### src/mpsm_pkg.sv
// Shared types and constants of the multi-pattern string matcher.
// Used by every module of the block but mpsm_ram; depends on nothing else.
`default_nettype none

package mpsm_pkg;

  localparam int ALPHABET_SIZE_DEF = 26;
  localparam int MAX_NODES_DEF     = 256;
  localparam int MAX_PATTERNS_DEF  = 16;

  localparam int CHAR_W     = 8;
  localparam int IDX_W      = 4;
  localparam int POS_W      = 32;
  localparam int RESULT_CAP = 16;
  localparam int NRES_W     = $clog2(RESULT_CAP);

  localparam logic [CHAR_W-1:0] FIRST_LETTER_RST = 8'd97;

  typedef enum logic [1:0] {
    CMD_CLEAR   = 2'd0,
    CMD_PATTERN = 2'd1,
    CMD_BUILD   = 2'd2,
    CMD_TEXT    = 2'd3
  } cmd_e;

  typedef enum logic [1:0] {
    KIND_MATCH   = 2'd0,
    KIND_DONE    = 2'd1,
    KIND_FULL    = 2'd2,
    KIND_BADCHAR = 2'd3
  } kind_e;

  typedef struct packed {
    cmd_e              cmd;
    logic [CHAR_W-1:0] character;
    logic              end_of_pattern;
    logic              start_of_text;
  } in_item_t;

  typedef struct packed {
    kind_e            kind;
    logic [IDX_W-1:0] pattern_index;
    logic [POS_W-1:0] start_position;
    logic             last_of_run;
  } result_t;

  // A request after the front end has mapped the character to a symbol.
  typedef struct packed {
    cmd_e              cmd;
    logic [CHAR_W-1:0] sym;
    logic              sym_ok;
    logic              eop;
    logic              sot;
  } cls_item_t;

  typedef struct packed {
    logic      valid;
    cls_item_t item;
  } cls_q_t;

endpackage

`default_nettype wire

### src/mpsm_front.sv
// Front end: accepts requests, maps characters to alphabet symbols and
// holds them in a two-entry queue for the engine. Uses mpsm_pkg.
`default_nettype none

module mpsm_front
  import mpsm_pkg::*;
#(
  parameter int ALPHABET_SIZE = ALPHABET_SIZE_DEF
) (
  input  wire logic              clk_i,
  input  wire logic              rst_ni,
  input  wire logic              in_valid_i,
  output logic                   in_ready_o,
  input  wire in_item_t          in_data_i,
  input  wire logic [CHAR_W-1:0] first_letter_i,
  output cls_q_t                 q_o,
  input  wire logic              q_pop_i
);

  cls_item_t  ent_q [2];
  logic       wptr_q, rptr_q;
  logic [1:0] cnt_q;
  cls_item_t  cls;
  logic       push;

  always_comb begin
    cls.cmd    = in_data_i.cmd;
    cls.sym    = in_data_i.character - first_letter_i;
    cls.sym_ok = {1'b0, cls.sym} < (CHAR_W+1)'(ALPHABET_SIZE);
    cls.eop    = in_data_i.end_of_pattern;
    cls.sot    = in_data_i.start_of_text;
  end

  assign in_ready_o = (cnt_q != 2'd2);
  assign push       = in_valid_i && in_ready_o;
  assign q_o.valid  = (cnt_q != 2'd0);
  assign q_o.item   = ent_q[rptr_q];

  always_ff @(posedge clk_i) begin
    if (push) begin
      ent_q[wptr_q] <= cls;
    end
  end

  always_ff @(posedge clk_i or negedge rst_ni) begin
    if (!rst_ni) begin
      wptr_q <= 1'b0;
      rptr_q <= 1'b0;
      cnt_q  <= 2'd0;
    end else begin
      if (push) begin
        wptr_q <= ~wptr_q;
      end
      if (q_pop_i) begin
        rptr_q <= ~rptr_q;
      end
      cnt_q <= cnt_q + 2'(push) - 2'(q_pop_i);
    end
  end

endmodule

`default_nettype wire

### config.mk
export PLATFORM = sky130hd
export DESIGN_NAME = mpsm_front
export DESIGN_NICKNAME = d
export VERILOG_FILES = /design/src/mpsm_pkg.sv /design/src/mpsm_front.sv
export SDC_FILE = /design/constraint.sdc
export NUM_CORES = 1
export LEC_CHECK = 0
export BUFFER_PORTS_ARGS = -buffer_cell sky130_fd_sc_hd__buf_2
export CAP_MARGIN = 40
export CORE_MARGIN = 3
export CORE_UTILIZATION = 45
export DETAILED_ROUTE_END_ITERATION = 10
export PLACE_DENSITY = 0.7
export SKIP_LAST_GASP = 1
export SYNTH_ARGS = -nofsm -noshare
export SYNTH_HDL_FRONTEND = slang
export SYNTH_SLANG_ARGS = --single-unit
### constraint.sdc
create_clock -name clk_i -period 2.4 [get_ports clk_i]
set_clock_uncertainty 0.2 [all_clocks]
set_input_delay 0.12 -clock clk_i [delete_from_list [all_inputs] [get_ports clk_i]]
set_output_delay 0.12 -clock clk_i [all_outputs]
set_load 0.05 [all_outputs]
==> results.toml, run 1 <==
[timing]
rsz0062_at_grt = "false"
min_period_ns = 2.22
post-route-period-util_pct = 92.5
finalSetupViolCount = 0
tns_ns = 0
worst_pin_slew_ns = 0.618
maxSlewHeadroom_pct = 58.8
fmax_ghz = 0.450
slew_violations = 0
hold_viol_final = 0
whs_ns = 0.0706
worst_slack_ns = 0.180

[route]
via_per_inst = 4.86
ant_nets = 0
drt-total-wl_um = 2580
drt-initial-drc-count = 44
drtPass1Iterations = 4
drc = 0
wl_per_cell_um = 12.5
vias = 1006

[die]
num_rows = 20
die_h_um = 64.0
die-area_mm2 = 0.00410
core_region_area_mm2 = 0.00313
fp.dieW_um = 64.0
io_pins = 39
initial_core_util_pct = 48.4

[cts]
post_cts_buffers = 0
clkTransAtPathRegs_ns = 0.08
cts_root_buffer = "clkbuf_4"
clock-sinks = 30
clockBufferDepth = 2
worstSkewPairLatency_ns = 0.31
tritoncts = "yes"
cts_max_level = 2
cts_buffers = 5

[power]
power_mw = 2.11
p_leak_nw = 0.818
p_per_area_mw_per_mm2 = 1090
irDropWorstVdd_v = 0.000302

[layout]
mostFrequentLayoutCells = "38 x buf_2, 26 x edfxtp_1, 12 x inv_1, 12 x mux2_2"
fillers = 240
multi_input_area_um2 = 601
postLayoutCellArea_mm2 = 0.00193
syn2layout_area_growth_pct = 27.3
layout.nets = 196
stdcell_count = 207
final_common_cell = "buf_2"
num_antenna_cells = 0
drive_above_1_share_pct = 40.5
fin_util_pct = 61.6
seqCellArea_um2 = 881

[placement]
place_area_mm2 = 0.00176
placed_cells = 190
pre_cts_slack_ns = 0.276
dp_hpwl_um = 1920
gp_congestion = 0.803
port_buffers = 38

[worst_setup_path]
crit_fanout = 3
reg2reg_from = "cnt_q[1]"
r2r_cells = 7
path_class = "in -> reg"
worstReg2RegEnd = "cnt_q[1]"
worstPathRequired_ns = 2.25
cp-end-kind = "register"
cp-start-kind = "input pin"
ff2ff_setup_slack_ns = 0.68
arrival_ns = 2.07

[hold_path]
hold_start = "in_data_i[2]"
hold_path_depth = 4
min_path_type = "in -> reg"
hold_end = "ent_q[0][3]"

[logic_synthesis]
synth.distinct_cells = 31
syn_avg_cell_area_um2 = 14.0
synth_area_mm2 = 0.00152
ys_seq_area_share_pct = 58.1
syn_nets = 142
yosys_warnings = 0
ys_seq_elements = 30
synthCells = 108

[flow_run]
max_cap_viol_count = 0

[global_route]
grt_pass1_wl_um = 4420
grt_util_met2_pct = 25.5
grt_busiest_layer = "met2"
use_met1_pct = 15.9
grt.overflow.total = 0
grt_pass1_vias = 1037
grt_use_met3_pct = 2.64
antenna_found_initial = 0
grt_max_degree = 15
grt_usage_pct = 14.5

[run_status]
status = "complete, no violations"
## worst max-delay path by stage
stage                       from           to  slack [ns]  depth (start not counted)
2_1_floorplan           cnt_q[0]  ent_q[0][0]        0.22                          3
3_3_place_gp        in_data_i[2]  ent_q[0][2]        0.36                          9
6_report       first_letter_i[0]  ent_q[1][2]        0.18                          9
3_5_place_dp        in_data_i[2]  ent_q[1][2]        0.28                          9
4_1_cts        first_letter_i[0]  ent_q[1][2]        0.10                          9
5_1_grt        first_letter_i[0]  ent_q[1][2]        0.07                          9
## per-layer routing
metal	up-vias	share of wire [%]
met5	-	0
met4	0	2.4
met3	7	5.1
met2	31	50
met1	467	42
li1	501	-
## registers in the layout (all words and copies together) (netlist names)
name    flops
cnt_q       2
ent_q      26
rptr_q      1
wptr_q      1
## cell usage after synthesis (all sizes together)
cell / number / area, um^2
xor2: 3 / 26.3
nor4b: 1 / 15.0
nor2: 3 / 13.8
nor2b: 3 / 26.3
o311ai: 1 / 8.76
a211oi: 1 / 12.5
a31oi: 2 / 12.5
edfxtp: 26 / 781
inv: 12 / 45.0
o31ai: 1 / 12.5
nand3: 1 / 5.00
o211ai: 2 / 15.0
nor3: 2 / 10.0
ha: 9 / 113
mux2: 13 / 146
and3: 1 / 6.26
nand2: 4 / 15.0
dfrtp: 4 / 100
xnor2: 6 / 52.6
a21oi: 5 / 28.8
buf: 1 / 5.00
nand3b: 1 / 7.51
mux2i: 1 / 10.0
fa: 1 / 20.0
or2: 2 / 12.5
nand2b: 2 / 15.0
## where the power goes
| part | internal (mW) | total (mW) | switching [mW] |
|---|---|---|---|
| Sequential | 0.742 | 0.827 | 0.0846 |
| Clock | 0.144 | 0.291 | 0.147 |
| Combinational | 0.316 | 0.987 | 0.672 |
## cell type report
class / instances / share of cell area (%)
well taps: 44 / 2.86
inverters: 12 / 2.34
clock buffers: 8 / 3.05
repair buffers: 48 / 14.9
multi-input cells: 65 / 31.1
flip-flops and latches: 30 / 45.7
## worst max-delay path: stages
cell and delay [ns]:
dlygate4sd3_1 0.53, buf_2 0.12, ha_1 0.20, fa_2 0.38, nor2b_4 0.13, o31ai_2 0.07
xnor2_1 0.24, o211ai_1 0.13, nor4b_4 0.15
## logic make-up after synthesis
| kind of cell | after synthesis | synth area share (%) |
|---|---|---|
| buffers and inverters | 13 | 3.30 |
| AOI/OAI and AO/OA | 12 | 5.95 |
| xor gates and xnor gates | 9 | 5.20 |
| muxes | 14 | 10.3 |
| and+or+nand+nor | 20 | 8.34 |
| DFF | 30 | 58.1 |
| adders and majority gates | 10 | 8.75 |
## repair_timing
| item | in CTS | in global routing |
|---|---|---|
| endpoints found under the setup margin | 0 | 2 |
| hold buffers | 9 | 0 |
| gates resized for setup | 0 | 3 |
| endpoints found under the hold margin | 16 | 0 |
(Power assumes the default switching activity.)
==> inputs of run 2 (changes only) <==
--- a/config.mk
+++ b/config.mk
@@ -5,12 +5,13 @@
 export SDC_FILE = /design/constraint.sdc
 export NUM_CORES = 1
 export LEC_CHECK = 0
+export ABC_AREA = 1
 export BUFFER_PORTS_ARGS = -buffer_cell sky130_fd_sc_hd__buf_2
 export CAP_MARGIN = 40
 export CORE_MARGIN = 3
 export CORE_UTILIZATION = 45
 export DETAILED_ROUTE_END_ITERATION = 10
-export PLACE_DENSITY = 0.7
+export PLACE_DENSITY = 0.69
 export SKIP_LAST_GASP = 1
 export SYNTH_ARGS = -nofsm -noshare
 export SYNTH_HDL_FRONTEND = slang
==> run 2 against run 1 <==
Effect of this change: utilization fell by 2.9 points; clock-buffer cell count shrank 2; critical path type unchanged; clock power decreased by 9.6%; sequential share of layout area shrank 1.5 points; combinational power about the same; critical endpoint unchanged; cell area is 3.3% higher; setup slack gained 0.16 ns; register-to-register slack better by 0.19 ns; cell count rose by 17%; total power down 1.7%; die area up 4.9%.
==> results.toml, run 2 <==
[route]
vias = 1110
met1Wirelength_um = 1070
drt-initial-drc-count = 37
wl_per_cell_um = 10.7
drc = 0
maxUsedRoutingLayer = "met4"
drt-total-wl_um = 2600
wl_met2_um = 1360
ant_nets = 0
drtPass1Iterations = 4
wl_met3_um = 140
via_per_inst = 4.57

[power]
p_comb_share_pct = 47.6
p_leak_nw = 0.942
p_switching_mw = 0.912
p_per_area_mw_per_mm2 = 1040
p_sw_share_pct = 44.1
clkPwrFrac_pct = 12.7
p_seq_share_pct = 39.7
irDropWorstVdd_v = 0.000297
internal_power_mw = 1.16

[cts]
cts_max_level = 2
tritoncts = "yes"
cts_buffers = 5
cts_root_buffer = "clkbuf_4"
clkTransAtPathRegs_ns = 0.09
post_cts_buffers = 0
worstSkewPairLatency_ns = 0.31
clock-sinks = 30
clockBufferDepth = 2

[timing]
fmax_ghz = 0.486
post-route-period-util_pct = 85.7
worst_slack_ns = 0.342
worst_pin_slew_ns = 0.631
rsz0062_at_grt = "false"
min_period_ns = 2.06
slew_violations = 0
hold_viol_final = 0
maxSlewHeadroom_pct = 57.9
tns_ns = 0
finalSetupViolCount = 0

[die]
die_h_um = 65.6
die-area_mm2 = 0.00430
num_rows = 21
io_pins = 39
initial_core_util_pct = 47.1
core_region_area_mm2 = 0.00339
fp.dieW_um = 65.6

[worst_setup_path]
crit_fanout = 3
cp-start-kind = "input pin"
arrival_ns = 1.94
path_class = "in -> reg"
cp-end-kind = "register"
worstPathRequired_ns = 2.28
slowest_stage = "dlygate4sd3_1"
critPathMaxStageDelay_ns = 0.52
path_cells = "dlygate4sd3_1, buf_2, ha_1, fa_1, inv_1, nand2_1, nand2_2, nand3b_1, nand2_1, nand3_2, nand2_1, nor2_2"
crit_top_cell = "nand2_1"

[logic_synthesis]
yosys_warnings = 0
synthCells = 141
synth_area_mm2 = 0.00160
yosysTopAreaCellShare_pct = 48.9
ys_seq_elements = 30
synthTopCellsByCount = "27 x inv_1, 26 x edfxtp_1, 26 x nand2_1"
synth.distinct_cells = 23
async_reset_ff_share_pct = 13.3
synthAdderAreaFrac_pct = 8.31
syn_avg_cell_area_um2 = 11.3
synth_xor_area_share_pct = 2.74
syn_nets = 175
synth_top_area_cell = "edfxtp_1"
synth_top_family_by_area = "simple AND/OR/NAND/NOR gates"
ys_dominant_reg_cell = "edfxtp_1"
synth.most_common_cell = "inv_1"
synthTopCellsByArea = "edfxtp_1 49%, mux2_2 9.2%, ha_1 7.1%, inv_1 6.3%, dfrtp_1 6.3%"
synth_mux_area_share_pct = 9.17
synth_compound_area_share_pct = 1.49
synth_edf_count = 26
ys_seq_area_share_pct = 55.2
yosys.area_share.simple_pct = 16.1

[layout]
reg_top3 = "ent_q (26), cnt_q (2)"
fillers = 284
drive_above_1_share_pct = 36.0
largest_reg_flops = 26
layout.nets = 230
mostFrequentLayoutCells = "38 x buf_2, 27 x inv_1, 26 x nand2_1, 26 x edfxtp_1, 13 x mux2_2"
num_antenna_cells = 0
syn2layout_area_growth_pct = 24.8
final_common_cell = "buf_2"
top_register = "ent_q"

[global_route]
grt.overflow.total = 0
grt_pass1_vias = 1150
antenna_found_initial = 0
grt_pass1_wl_um = 4660
grt_max_degree = 15
grt_usage_pct = 14.6

[placement]
gp_congestion = 0.780
dp_hpwl_um = 1930
pre_cts_slack_ns = 0.516
port_buffers = 38

[hold_path]
min_path_type = "in -> reg"

[run_status]
status = "complete, no violations"

[flow_run]
max_cap_viol_count = 0
run 2: changes by cell type after synthesis, sizes merged, moves of 2 or more:
cell	previous run	this run
nor3	2	0
xnor2	6	2
nand2	4	29
nand2b	2	0
nor2	3	7
o211ai	2	0
a31oi	2	0
nor2b	3	0
inv	12	27
nand3	1	9
run 2: layer usage:
metal | vias to the layer above | GRT usage (%)
li1 | 570 | -
met1 | 504 | 14.6
met2 | 34 | 27.1
met3 | 2 | 4.62
met4 | 0 | 6.99
met5 | - | 0
run 2: power by group through the flow:
stage	Combinational, mW	Sequential, mW	Clock, mW
after floorplan	0.819	0.788	0
after global placement	0.975	0.825	0
after detailed placement	0.986	0.836	0
after CTS	1.00	0.824	0.280
after global routing	1.06	0.841	0.307
final	0.985	0.822	0.263
run 2: area by class of cell:
type	count	area, um^2	area share, %
Clock inverter	2	8.76	0.440
Multi-Input combinational cell	82	603	30.3
Tap cell	46	57.6	2.89
Sequential cell	30	881	44.2
Timing Repair Buffer	49	295	14.8
Inverter	28	105	5.28
Clock buffer	6	41.3	2.07
run 2: cells by family after synthesis:
| logic type | after synthesis |
|---|---|
| buffers and inverters | 29 |
| AND/OR/NAND/NOR | 50 |
| adder cells (fa/ha/maj) | 10 |
| flip-flops | 30 |
| multiplexers | 13 |
| XOR/XNOR | 5 |
| AO/OA/AOI/OAI | 4 |
run 2: stage by stage:
stage	hold WS, ns	util [%]	power, mW	area, um^2	cells
detailed placement	-0.267	54.6	1.82	1850	226
finish	0.0706	58.8	2.07	1990	243
floorplan	-0.376	-	1.61	1600	141
CTS	0.0536	58.8	2.11	1990	243
global placement	-0.272	54.6	1.80	1850	226
global route	0.0768	58.8	2.21	1990	243
run 2: path summary, 6_finish.rpt:
check | start | to | slack, ns | cells past startpoint
min reg2reg | wptr_q | wptr_q | 0.34 | 2
max reg2reg | cnt_q[1] | cnt_q[1] | 0.87 | 6
min in group asynchronous | rst_ni | wptr_q | 0.50 | 3
max | first_letter_i[0] | ent_q[1][2] | 0.34 | 12
min | in_data_i[9] | ent_q[0][10] | 0.07 | 5
max in group asynchronous | rst_ni | cnt_q[0] | 1.32 | 3
run 2: repair_timing:
item | in CTS | in global routing
hold buffers | 9 | 0
gates resized for setup | 0 | 0
hold endpoints to repair | 16 | 0
run 2: critical path: cells and delay by family:
kind	cells	cell delay, ns
adder cells (fa/ha/maj)	2	0.59
AND/OR/NAND/NOR	7	0.51
buffers and inverters	3	0.71
==> inputs of run 3 (changes only) <==
--- a/config.mk
+++ b/config.mk
@@ -12,6 +12,7 @@
 export CORE_UTILIZATION = 45
 export DETAILED_ROUTE_END_ITERATION = 10
 export PLACE_DENSITY = 0.69
+export REMOVE_ABC_BUFFERS = 1
 export SKIP_LAST_GASP = 1
 export SYNTH_ARGS = -nofsm -noshare
 export SYNTH_HDL_FRONTEND = slang
==> run 3 against run 2 <==
Effect of this change: utilization hardly changed; cell count stayed put; global-route usage is 0.44 points higher; sequential cell count stayed put; first-iteration DRC count is 16% lower; setup slack better by 0.0041 ns; non-clock buffer count stayed put; sequential power hardly changed; register-to-register slack worse by 0.04 ns.
==> results.toml, run 3 (synthesis results as in run 2) <==
[power]
clkPwrFrac_pct = 12.7
p_per_area_mw_per_mm2 = 1040
p_seq_share_pct = 39.6
p_sw_share_pct = 44.1
p_switching_mw = 0.915
irDropWorstVdd_v = 0.000302
internal_power_mw = 1.16
p_comb_share_pct = 47.8
power_mw = 2.08
p_leak_nw = 0.939

[flow_run]
max_cap_viol_count = 0

[placement]
port_buffers = 38
dp_hpwl_um = 2050
gp_congestion = 0.757

[timing]
maxSlewHeadroom_pct = 61.2
hold_viol_final = 0
slew_violations = 0
rsz0062_at_grt = "false"
finalSetupViolCount = 0
worst_pin_slew_ns = 0.583
fmax_ghz = 0.487
post-route-period-util_pct = 85.6
min_period_ns = 2.05
tns_ns = 0
whs_ns = 0.0611

[global_route]
grt_use_met3_pct = 4.27
grt_pass1_wl_um = 4850
use_met1_pct = 15.0
grt_busiest_layer = "met2"
grt.overflow.total = 0
antenna_found_initial = 0
grt_pass1_vias = 1168
grt_usage_pct = 15.1
grt_max_degree = 15
grt_util_met2_pct = 28.1

[route]
wl_per_cell_um = 11.1
drc = 0
drt-initial-drc-count = 31
via_per_inst = 4.56
drtPass1Iterations = 4
drt-total-wl_um = 2710
vias = 1107
ant_nets = 0

[die]
initial_core_util_pct = 47.1
core_region_area_mm2 = 0.00339
die_h_um = 65.6
io_pins = 39
fp.dieW_um = 65.6
num_rows = 21
die-area_mm2 = 0.00430

[cts]
tritoncts = "yes"
worstSkewPairLatency_ns = 0.31
clock-sinks = 30
cts_max_level = 2
clockBufferDepth = 2
clkTransAtPathRegs_ns = 0.09
cts_buffers = 5
cts_resized = 0
cts_root_buffer = "clkbuf_4"

[worst_setup_path]
path_class = "in -> reg"
slowest_stage = "dlygate4sd3_1"
path_cells = "dlygate4sd3_1, buf_2, ha_1, fa_1, inv_1, nand2_1, nand2_2, nand3b_1, nand2_1, nand3_2, nand2_1, nor2_2"
critPathMaxStageDelay_ns = 0.54
crit_top_cell = "nand2_1"
worstPathRequired_ns = 2.29
arrival_ns = 1.94
cp-start-kind = "input pin"
crit_fanout = 3
cp-end-kind = "register"

[layout]
reg_top3 = "ent_q (26), cnt_q (2)"
multi_input_area_um2 = 603
num_antenna_cells = 0
syn2layout_area_growth_pct = 24.7
layout.nets = 230
mostFrequentLayoutCells = "38 x buf_2, 27 x inv_1, 26 x nand2_1, 26 x edfxtp_1, 13 x mux2_2"
drive_above_1_share_pct = 35.5
top_register = "ent_q"
largest_reg_flops = 26
final_common_cell = "buf_2"
fillers = 307
seqCellArea_um2 = 881

[hold_path]
min_path_type = "in -> reg"

[run_status]
status = "complete, no violations"
## run 3: cell types whose count changed in the layout (fill, tap and decap cells not counted), sizes merged
cell | previous run | this run
clkbuf | 6 | 7
clkinv | 3 | 2
## run 3: per-stage QoR
step | worst slack, ns | cell area [um^2] | utilization [%] | cells
after global placement | 0.570 | 1850 | 54.6 | 226
after global routing | 0.220 | 1990 | 58.7 | 243
final | 0.346 | 1990 | 58.7 | 243
after CTS | 0.363 | 1990 | 58.7 | 243
after detailed placement | 0.533 | 1850 | 54.6 | 226
after floorplan | 0.256 | 1590 | - | 140
## run 3: worst paths after layout
check / from / to / slack [ns] / cells after the start
worst min register to register: cnt_q[0] / cnt_q[0] / 0.34 / 1
worst min-delay path: in_data_i[2] / ent_q[1][3] / 0.06 / 4
max in group asynchronous: rst_ni / cnt_q[1] / 1.32 / 3
worst max-delay path: first_letter_i[0] / ent_q[1][2] / 0.35 / 12
worst max register to register: cnt_q[1] / cnt_q[1] / 0.83 / 6
min in group asynchronous: rst_ni / rptr_q / 0.49 / 3
## run 3: layer usage
metal	wire, um	vias to the layer above
met2	1410	35
met4	55	0
met3	169	4
met1	1070	498
met5	0	-
li1	-	570
## run 3: critical path: cells and delay by family
kind	cells	cell delay, ns
buffers and inverters	3	0.73
adder cells (fa/ha/maj)	2	0.60
AND/OR/NAND/NOR	7	0.50
## run 3: power by group through the flow
stage	logic, mW	clock network [mW]	registers, mW
2_1_floorplan	0.785	0	0.809
3_3_place_gp	0.973	0	0.826
3_5_place_dp	0.989	0	0.837
4_1_cts	1.01	0.280	0.825
5_1_grt	1.07	0.311	0.844
6_report	0.992	0.263	0.821
## run 3: area by class of cell
cell class / instances / share of cell area (%)
multi-input cells: 82 / 30.3
clock buffers: 7 / 2.26
flip-flops and latches: 30 / 44.2
inverters: 28 / 5.28
clock inverters: 1 / 0.189
well taps: 46 / 2.89
repair buffers: 49 / 14.8
## run 3: timing repair
action                    4_1_cts  5_1_grt
hold buffers                    9        0
setup buffers                   0        0
hold endpoints to repair       16        0
